### src/rtl/tpg_pkg.sv
// Shared types and constants for the triangle panel geometry block.
`default_nettype none
package tpg_pkg;

  localparam int VERTEX_COUNT = 1024;
  localparam int VIDX_W       = $clog2(VERTEX_COUNT);
  localparam int VTX_W        = 96;

  typedef enum logic {
    OP_STORE   = 1'b0,
    OP_COMPUTE = 1'b1
  } tpg_op_t;

  typedef struct packed {
    tpg_op_t            opcode;
    logic [9:0]         vertex_index;
    logic signed [31:0] coord_x;
    logic signed [31:0] coord_y;
    logic signed [31:0] coord_z;
    logic [9:0]         corner_a;
    logic [9:0]         corner_b;
    logic [9:0]         corner_c;
  } tpg_in_t;

  typedef struct packed {
    logic signed [31:0] centroid_x;
    logic signed [31:0] centroid_y;
    logic signed [31:0] centroid_z;
    logic [33:0]        bound_radius;
    logic signed [31:0] normal_x;
    logic signed [31:0] normal_y;
    logic signed [31:0] normal_z;
    logic [50:0]        area;
    logic               degenerate;
  } tpg_out_t;

  typedef enum logic {
    UOP_SQRT = 1'b0,
    UOP_DIV  = 1'b1
  } tpg_uop_t;

  typedef struct packed {
    logic     start;
    tpg_uop_t op;
  } tpg_ureq_t;

  typedef enum logic [3:0] {
    S_IDLE,
    S_READ,
    S_SUM,
    S_DIV3,
    S_RAD,
    S_SQR_R,
    S_CROSS,
    S_MAG,
    S_SHIFT,
    S_NORM,
    S_SQR_A,
    S_N2,
    S_SQR_L,
    S_NDIV,
    S_FIN
  } tpg_state_t;

endpackage
`default_nettype wire

### src/rtl/tpg_mul.sv
// Shared registered 33x33 unsigned multiplier.
`default_nettype none
module tpg_mul import tpg_pkg::*; (
  input  logic        clk,
  input  logic [32:0] a,
  input  logic [32:0] b,
  output logic [65:0] p
);

  always_ff @(posedge clk) begin
    p <= a * b;
  end

endmodule
`default_nettype wire

### config.mk
export PLATFORM = sky130hd
export DESIGN_NAME = tpg_mul
export DESIGN_NICKNAME = d
export VERILOG_FILES = /design/src/rtl/tpg_pkg.sv /design/src/rtl/tpg_mul.sv
export SDC_FILE = /design/constraint.sdc
export NUM_CORES = 2
export LEC_CHECK = 0
export ABC_AREA = 0
export BUFFER_PORTS_ARGS = -buffer_cell sky130_fd_sc_hd__buf_2
export CAP_MARGIN = 20
export CORE_MARGIN = 5
export CORE_UTILIZATION = 55
export DETAILED_ROUTE_END_ITERATION = 8
export PLACE_DENSITY = 0.72
export SYNTH_ARGS = -nofsm -noshare
export SYNTH_HDL_FRONTEND = slang
export SYNTH_SLANG_ARGS = --single-unit
### constraint.sdc
create_clock -name clk -period 8.74 [get_ports clk]
set_clock_uncertainty 0.15 [all_clocks]
set_input_delay 0.874 -clock clk [delete_from_list [all_inputs] [get_ports clk]]
set_output_delay 0.874 -clock clk [all_outputs]
set_load 0.05 [all_outputs]
==> reports/results.ini <==
[synthesis]
yosys.area_share.simple_pct=17.0
synth_edf_count=0
netlist_instances=4048
synth_most_common_cell=inv_1
async_flop_share_pct=0
synth.top_cells.by_area=fa_1 52%, inv_1 11%, and2_1 9.8%
synth_mux_area_share_pct=0
yosysSeqAreaShare_pct=3.61
syn-cell-area_um2=36600
ys_warn_count=0
synthFlopType=dfxtp_1
syn_area_per_cell_um2=9.04
synth_top_family_by_area=adder cells
synthXorXnorAreaFrac_pct=1.56
synth-adder-area-share_pct=61.5
synth-seq-cells=66
synth-compound-area-share_pct=3.45
synth_top_area_cell=fa_1
syn_nets=5338
yosys-top-cells-count=1,048 x inv_1, 958 x fa_1, 574 x and2_1, 567 x nand2_1, 265 x ha_1
yosys.cell_types.count=57
synth.top_cell.area_share_pct=52.4

[critical_path]
crit_top_cell=fa_1
worst_setup_path_end_kind=flop
cp_data_arrival_time_ps=8480
path_class=input port to flop
critPathRequiredTime_ps=8850
cp_slowest_cell=fa_1
path_max_fanout=24
start_kind=input port
max_stage_delay_ps=520

[floorplan]
core-area_um2=65900
rows=94
die-area_um2=71800
ios=133
die_h_um=268
start_util_pct=55.6
fp.dieW_um=268

[global_routing]
antenna_found_initial=7
grt_overflow=0
grt_max_degree=34
grt_usage_pct=27.5
grt_pass1_vias=29500
grt_pass1_wl_um=155000

[drt]
ant_nets=0
drt_iter0_drc=1610
dr.pass1.iters=7
wl_per_cell_um=19.0
num_vias=26800
vias_per_cell=5.38
drt_wl_total_um=94600
drcViolationCount=0

[layout]
nNetsFinal=5400
final_layout_size_suffix_gt1_share_pct=6.88
area_growth_pct=6.31
top_regs=p: 66 flops
fill_cells=5740
largest-register=p
largest_reg_flops=66

[clock_network]
htree_num_levels=3
cts_resized=0
post-cts-setup-buffers=0
cts.sinks=66
cts_tree=yes
numCtsBuffers=9
root_buffer=clkbuf_16
clockBufferDepth=2
path_clk_slew_ps=70
cts_hold_buf=0

[timing]
fmax_mhz=120
drv_slew=0
setup_tns_ps=0
finalCriticalPeriod_ps=8360
finalHoldViolCount=0
tightestPinTransition_ps=675
rsz0062_at_grt=no
timing.final.crit_share_pct=95.7
setup_viol=0
relSlewSlack_pct=55.0

[placement]
globalplace.congestion=0.936
port_buffers=132
hpwl_um=82500

[flow_run]
maxCapViolCount=0

[status]
outcome=completed

[min_path]
hold_path.class=input port to flop

stage by stage:
| step | cells | hold slack, ps | setup slack (ps) | instance area [um^2] | util, % |
|---|---|---|---|---|---|
| final | 4982 | 1060 | 375 | 38900 | 59.1 |
| after floorplan | 4048 | 851 | 612 | 36600 | - |
| after CTS | 4978 | 1040 | 409 | 38900 | 59.1 |
| after global placement | 4963 | 1190 | 156 | 38600 | 58.6 |
| after global routing | 4978 | 1080 | 82.9 | 38900 | 59.1 |
| after detailed placement | 4963 | 1190 | 49.2 | 38600 | 58.6 |
kinds of logic (layout without fill, tap and decap cells):
kind of cell | count (synthesis) | count (layout)
XOR/XNOR | 65 | 65
AND/OR/NAND/NOR | 1233 | 1233
buffers and inverters | 1260 | 1326
adder cells (fa/ha/maj) | 1223 | 1223
flip-flops | 66 | 66
AO/OA/AOI/OAI | 201 | 201
other | 0 | 4
final cells by class:
| type | instances | area [um^2] | area share [%] |
|---|---|---|---|
| Multi-Input combinational cell | 2722 | 30600 | 78.5 |
| Antenna cell | 4 | 10.0 | 0.0257 |
| Clock buffer | 9 | 225 | 0.579 |
| Tap cell | 864 | 1080 | 2.78 |
| Inverter | 1049 | 3940 | 10.1 |
| Timing Repair Buffer | 262 | 1670 | 4.30 |
| Sequential cell | 66 | 1320 | 3.40 |
| Clock inverter | 6 | 115 | 0.296 |
final timing paths:
kind                  start  endpoint  cells past startpoint
worst max-delay path  b[10]     p[60]                     29
worst min-delay path   b[0]      p[0]                      3
critical path: cells and delay by family:
family,cells,cell delay (ps)
adders and majority gates,9,4150
and+or+nand+nor,3,520
xor gates and xnor gates,1,200
buffers and inverters,9,1090
AOI/OAI and AO/OA,7,1600
per-layer routing:
layer | global-route usage (%) | up-vias | routed length (um)
met3 | 3.67 | 278 | 5400
met5 | 0 | - | 39
li1 | - | 11600 | -
met1 | 33.0 | 13900 | 34000
met2 | 48.6 | 951 | 48500
met4 | 14.4 | 6 | 6620
cell usage in the layout, fill, tap and decap left out, types with 4 or more instances in the layout:
cell type,instances
nor2b_1,6
xnor2_1,41
nand4_1,16
a21oi_1,73
o21ai_0,15
a31oi_1,6
nor3_1,4
nor2_1,33
ha_1,265
a21o_1,31
dfxtp_1,66
o21bai_1,8
o21ai_1,23
and2_1,574
xor2_1,24
inv_1,1048
nand2_1,567
buf_2,132
fa_1,958
o21a_1,7
and3_1,7
and4_1,4
clkbuf_16,9
buf_4,127
nand3_1,10
diode_2,4
a211oi_1,5
Power is left out: the tool's default activity adds up to more than one toggle a clock period on the data nets, which glitch-free logic cannot reach.
