===== src/rtl/tpg_pkg.sv =====
// Shared types and constants for the triangle panel geometry block.
`default_nettype none
package tpg_pkg;

  localparam int VERTEX_COUNT = 1024;
  localparam int VIDX_W       = $clog2(VERTEX_COUNT);
  localparam int VTX_W        = 96;

  typedef enum logic {
    OP_STORE   = 1'b0,
    OP_COMPUTE = 1'b1
  } tpg_op_t;

  typedef struct packed {
    tpg_op_t            opcode;
    logic [9:0]         vertex_index;
    logic signed [31:0] coord_x;
    logic signed [31:0] coord_y;
    logic signed [31:0] coord_z;
    logic [9:0]         corner_a;
    logic [9:0]         corner_b;
    logic [9:0]         corner_c;
  } tpg_in_t;

  typedef struct packed {
    logic signed [31:0] centroid_x;
    logic signed [31:0] centroid_y;
    logic signed [31:0] centroid_z;
    logic [33:0]        bound_radius;
    logic signed [31:0] normal_x;
    logic signed [31:0] normal_y;
    logic signed [31:0] normal_z;
    logic [50:0]        area;
    logic               degenerate;
  } tpg_out_t;

  typedef enum logic {
    UOP_SQRT = 1'b0,
    UOP_DIV  = 1'b1
  } tpg_uop_t;

  typedef struct packed {
    logic     start;
    tpg_uop_t op;
  } tpg_ureq_t;

  typedef enum logic [3:0] {
    S_IDLE,
    S_READ,
    S_SUM,
    S_DIV3,
    S_RAD,
    S_SQR_R,
    S_CROSS,
    S_MAG,
    S_SHIFT,
    S_NORM,
    S_SQR_A,
    S_N2,
    S_SQR_L,
    S_NDIV,
    S_FIN
  } tpg_state_t;

endpackage
`default_nettype wire


===== src/rtl/tpg_iter_unit.sv =====
// Bit-serial square root and divide unit, one result bit per cycle.
`default_nettype none
module tpg_iter_unit import tpg_pkg::*; (
  input  logic         clk,
  input  logic         rst,
  input  tpg_ureq_t    req,
  input  logic [127:0] n,
  input  logic [63:0]  c,
  input  logic [63:0]  den,
  output logic         done,
  output logic [63:0]  res
);

  logic         active;
  logic         is_div;
  logic [5:0]   cnt;
  logic [65:0]  rem;
  logic [127:0] nsh;
  logic [63:0]  dsr;
  logic [65:0]  rem_s;
  logic [65:0]  trial;
  logic [65:0]  diff;
  logic         ge;

  always_comb begin
    if (is_div) begin
      rem_s = {rem[64:0], nsh[127]};
      trial = {2'b00, dsr};
    end else begin
      rem_s = {rem[63:0], nsh[127:126]};
      trial = {res, 2'b01};
    end
    ge   = (rem_s >= trial);
    diff = rem_s - trial;
  end

  always_ff @(posedge clk) begin
    if (rst) begin
      active <= 1'b0;
      done   <= 1'b0;
    end else begin
      done <= 1'b0;
      if (req.start) begin
        active <= 1'b1;
        is_div <= (req.op == UOP_DIV);
        res    <= '0;
        dsr    <= den;
        if (req.op == UOP_DIV) begin
          // quotient fits 31 bits, so start with the top of the dividend
          rem <= {3'b000, c[63:1]};
          nsh <= {c[0], 127'b0};
          cnt <= 6'd30;
        end else begin
          rem <= '0;
          nsh <= n;
          cnt <= 6'd63;
        end
      end else if (active) begin
        rem <= ge ? diff : rem_s;
        res <= {res[62:0], ge};
        nsh <= is_div ? {nsh[126:0], 1'b0} : {nsh[125:0], 2'b00};
        cnt <= cnt - 6'd1;
        if (cnt == 6'd0) begin
          active <= 1'b0;
          done   <= 1'b1;
        end
      end
    end
  end

endmodule
`default_nettype wire


===== config.mk =====
export PLATFORM = sky130hd
export DESIGN_NAME = tpg_iter_unit
export DESIGN_NICKNAME = d
export VERILOG_FILES = /design/src/rtl/tpg_pkg.sv /design/src/rtl/tpg_iter_unit.sv
export SDC_FILE = /design/constraint.sdc
export NUM_CORES = 1
export LEC_CHECK = 0
export ABC_AREA = 1
export BUFFER_PORTS_ARGS = -buffer_cell sky130_fd_sc_hd__buf_4
export CELL_PAD_IN_SITES_DETAIL_PLACEMENT = 1
export CELL_PAD_IN_SITES_GLOBAL_PLACEMENT = 1
export CORE_ASPECT_RATIO = 0.7
export CORE_MARGIN = 8
export CORE_UTILIZATION = 38
export CTS_CLUSTER_DIAMETER = 50
export CTS_CLUSTER_SIZE = 14
export DETAILED_ROUTE_END_ITERATION = 7
export HOLD_SLACK_MARGIN = 0.12
export MAX_ROUTING_LAYER = met4
export PLACE_DENSITY = 0.76
export SYNTH_ARGS = -nofsm -noshare
export SYNTH_HDL_FRONTEND = slang
export SYNTH_SLANG_ARGS = --single-unit

===== constraint.sdc =====
create_clock -name clk -period 19.8 [get_ports clk]
set_clock_uncertainty 0.1 [all_clocks]
set_input_delay 5.94 -clock clk [delete_from_list [all_inputs] [get_ports clk]]
set_output_delay 5.94 -clock clk [all_outputs]
set_load 0.05 [all_outputs]

==> results.sh <==
export IMPL_combinationalPowerShare_pct=32.7
export IMPL_final_common_cell="nand2_1"
export IMPL_grt_pass1_vias=22060
export IMPL_clock_sinks=330
export IMPL_cts_setup_buffers=0
export IMPL_min_from="active$_SDFF_PP0_"
export IMPL_synth_area_sq_mm=0.02253
export IMPL_drtAntennaViolNets=0
export IMPL_cts_root_buf="clkbuf_16"
export IMPL_ys_warn_count=0
export IMPL_die_width_um=307.0
export IMPL_path_max_fanout=76
export IMPL_fin_ws_ps=11240
export IMPL_final_period_utilization_pct=43.24
export IMPL_path_depth=6
export IMPL_avgSynthCellArea_sq_um=7.202
export IMPL_nFillCells=7397
export IMPL_cts_tree="yes"
export IMPL_initial_utilization_pct=38.50
export IMPL_slowest_stage="buf_4"
export IMPL_fin_setup_tns_ps=0
export IMPL_grt_overflow_total=0
export IMPL_cp_top_family="buffers and inverters"
export IMPL_worstRegToRegCells=17
export IMPL_total_leakage_power_nw=13.28
export IMPL_first_pass_iters=5
export IMPL_rows=74
export IMPL_core_area_sq_mm=0.05852
export IMPL_worst_ir_drop_vdd_uv=54.26
export IMPL_cpMostUsedCell="buf_4"
export IMPL_clockBufferDepth=3
export IMPL_crit_start="req[1]"
export IMPL_wl_per_cell_um=19.40
export IMPL_fmax_mhz=116.8
export IMPL_rsz0062_at_grt="no"
export IMPL_synth_nets=3457
export IMPL_wirelength_um=81630
export IMPL_maxCapViolations=0
export IMPL_swShare_pct=36.55
export IMPL_worstPathCellList="buf_6, inv_2, buf_4, or2_4, buf_4, o22ai_1"
export IMPL_synth_top_area_share_pct=43.72
export IMPL_hpwl_um=62460
export IMPL_start_kind="input port"
export IMPL_crit_buf_inv=4
export IMPL_cpPeakStageDelay_ps=750
export IMPL_syn2layout_area_growth_pct=19.21
export IMPL_yosysSeqAreaShare_pct=43.90
export IMPL_hold_viol_final=0
export IMPL_place_worst_setup_slack_ps=10710
export IMPL_netSwitchingPower_uw=867.0
export IMPL_required_ps=19950
export IMPL_worstSkewPairLatency_ps=570
export IMPL_netlist_cell_type_count=36
export IMPL_clk_pin_slew_ps=60
export IMPL_worstMarginPinSlew_ps=1190
export IMPL_layout_common_cells="1034 x nand2_1, 620 x inv_1, 337 x buf_4, 328 x edfxtp_1, 260 x o21ai_0"
export IMPL_dieArea_sq_mm=0.06745
export IMPL_crit_arrival_ps=8710
export IMPL_fin_cells=4208
export IMPL_netlist_top_cells_area="edfxtp_1 44%, nand2_1 17%, inv_1 10%, o21ai_0 5.8%, ha_1 3.8%"
export IMPL_vias=21230
export IMPL_status="finished clean"
export IMPL_period_needed_ps=8561
export IMPL_synth_edff_count=328
export IMPL_hold_path_depth=2
export IMPL_numCtsBuffers=37
export IMPL_htree_levels=2
export IMPL_ys_flop_type="edfxtp_1"
export IMPL_drc_errors=0
export IMPL_critPathCaptureType="flop"
export IMPL_place_inst=4141
export IMPL_avgViaCountPerCell=5.045
export IMPL_grt_use_total_pct=24.05
export IMPL_cts_resized=0
export IMPL_yosysTopAreaCell="edfxtp_1"
export IMPL_gp_congestion=0.9016
export IMPL_hold_buffers=0
export IMPL_hp_class="reg -> reg"
export IMPL_drive_gt1_share_pct=13.82
export IMPL_worst_setup_path_type="in -> reg"
export IMPL_final_nets=3711
export IMPL_setup_viol_count_final=0
export IMPL_slew_violations=0
export IMPL_grt_pass1_wl_um=124900
export IMPL_async_flop_share_pct=0
export IMPL_power_density_mw_per_mm2=88.32
export IMPL_internal_power_mw=1.505
export IMPL_grt_max_degree=172
export IMPL_die_h_um=219.7
export IMPL_p_seq_share_pct=36.5
export IMPL_timing_slew_headroom_pct=20.45
export IMPL_total_power_mw=2.372
export IMPL_synth_seq_cells=330
export IMPL_synth_cells=3128
export IMPL_grt_antenna_before_repair=5
export IMPL_drt_iter0_markers=1457
export IMPL_clkPwrFrac_pct=30.8
export IMPL_portBuffers=324
export IMPL_timing_rr_start="is_div$_DFFE_PP_"
export IMPL_io_pins=325
[worst paths after layout]
path	end	slack [ps]
setup / recovery	nsh[91]$_DFFE_PP_	11240
hold / removal	done$_SDFF_PP0_	430
setup reg to reg	rem[52]$_DFFE_PP_	13880
hold reg to reg	done$_SDFF_PP0_	430
[power groups by stage]
stage	logic (mW)	registers, mW	clock network [mW]
after floorplan	0.483	0.907	0
after global placement	0.750	0.878	0
after detailed placement	0.773	0.880	0
after CTS	0.778	0.866	0.745
after global routing	0.866	0.872	0.769
final	0.775	0.866	0.730
[cell type report]
type / instances / area [sq um] / area share (%)
Clock inverter: 21 / 287.8 / 1.072
Antenna cell: 2 / 5.005 / 0.01864
Timing Repair Buffer: 339 / 2561 / 9.538
Inverter: 623 / 2346 / 8.736
Sequential cell: 330 / 9889 / 36.83
Multi-Input combinational cell: 2051 / 9792 / 36.46
Clock buffer: 44 / 973.4 / 3.625
Tap cell: 798 / 998.5 / 3.718
[cells by family (layout without fill, tap and decap cells)]
logic type	count (synthesis)	after routing	synth area share [%]
AO/OA/AOI/OAI	457	457	11.01
adder cells (fa/ha/maj)	69	69	3.866
buffers and inverters	747	1027	12.72
XOR/XNOR	32	32	1.244
multiplexers	1	1	0.04444
AND/OR/NAND/NOR	1492	1492	27.21
other	0	2	0
flip-flops	330	330	43.90
[synth_stat cells (2+ instances only)]
cell type / n
a21oi_1: 58
and2_1: 3
buf_1: 19
buf_2: 5
buf_8: 5
clkbuf_1: 95
dfxtp_1: 2
edfxtp_1: 328
ha_1: 68
inv_1: 622
nand2_1: 1034
nand2_2: 4
nand3_1: 162
nand3b_1: 16
nand4_1: 16
nor2_1: 174
nor2_2: 10
nor3_1: 15
nor4_1: 5
o21ai_0: 260
o21bai_1: 11
o22ai_1: 125
or2_2: 48
xnor2_1: 29
xor2_1: 3
[worst min-delay path: stages (launching register included)]
cell and delay, ps:
dfxtp_1 300, inv_1 110, nor4_1 70
[per-stage QoR]
step / cell area, sq um / hold slack [ps] / utilization, %
2_1_floorplan: 22530 / 342.5 / -
3_5_place_dp: 25590 / 417.8 / 43.73
4_1_cts: 26850 / 428.2 / 45.88
6_report: 26850 / 432.0 / 45.89
5_1_grt: 26850 / 448.8 / 45.89
3_3_place_gp: 25590 / 407.2 / 43.73
[layer usage]
| layer | global-route usage [%] | part of all wire [%] | vias to the layer above |
|---|---|---|---|
| met5 | - | 0 | - |
| met4 | 5.835 | 2.3 | 0 |
| met3 | 3.375 | 4.6 | 102 |
| met2 | 37.39 | 45 | 454 |
| met1 | 33.20 | 48 | 10220 |
| li1 | - | - | 10450 |
[registers in the layout, summed over array words and instances (netlist names)]
signal / cells
rem: 65
active: 1
is_div: 1
dsr: 64
res: 64
done: 1
nsh: 128
cnt: 6
Note: power is estimated with default switching activity, not from simulation.
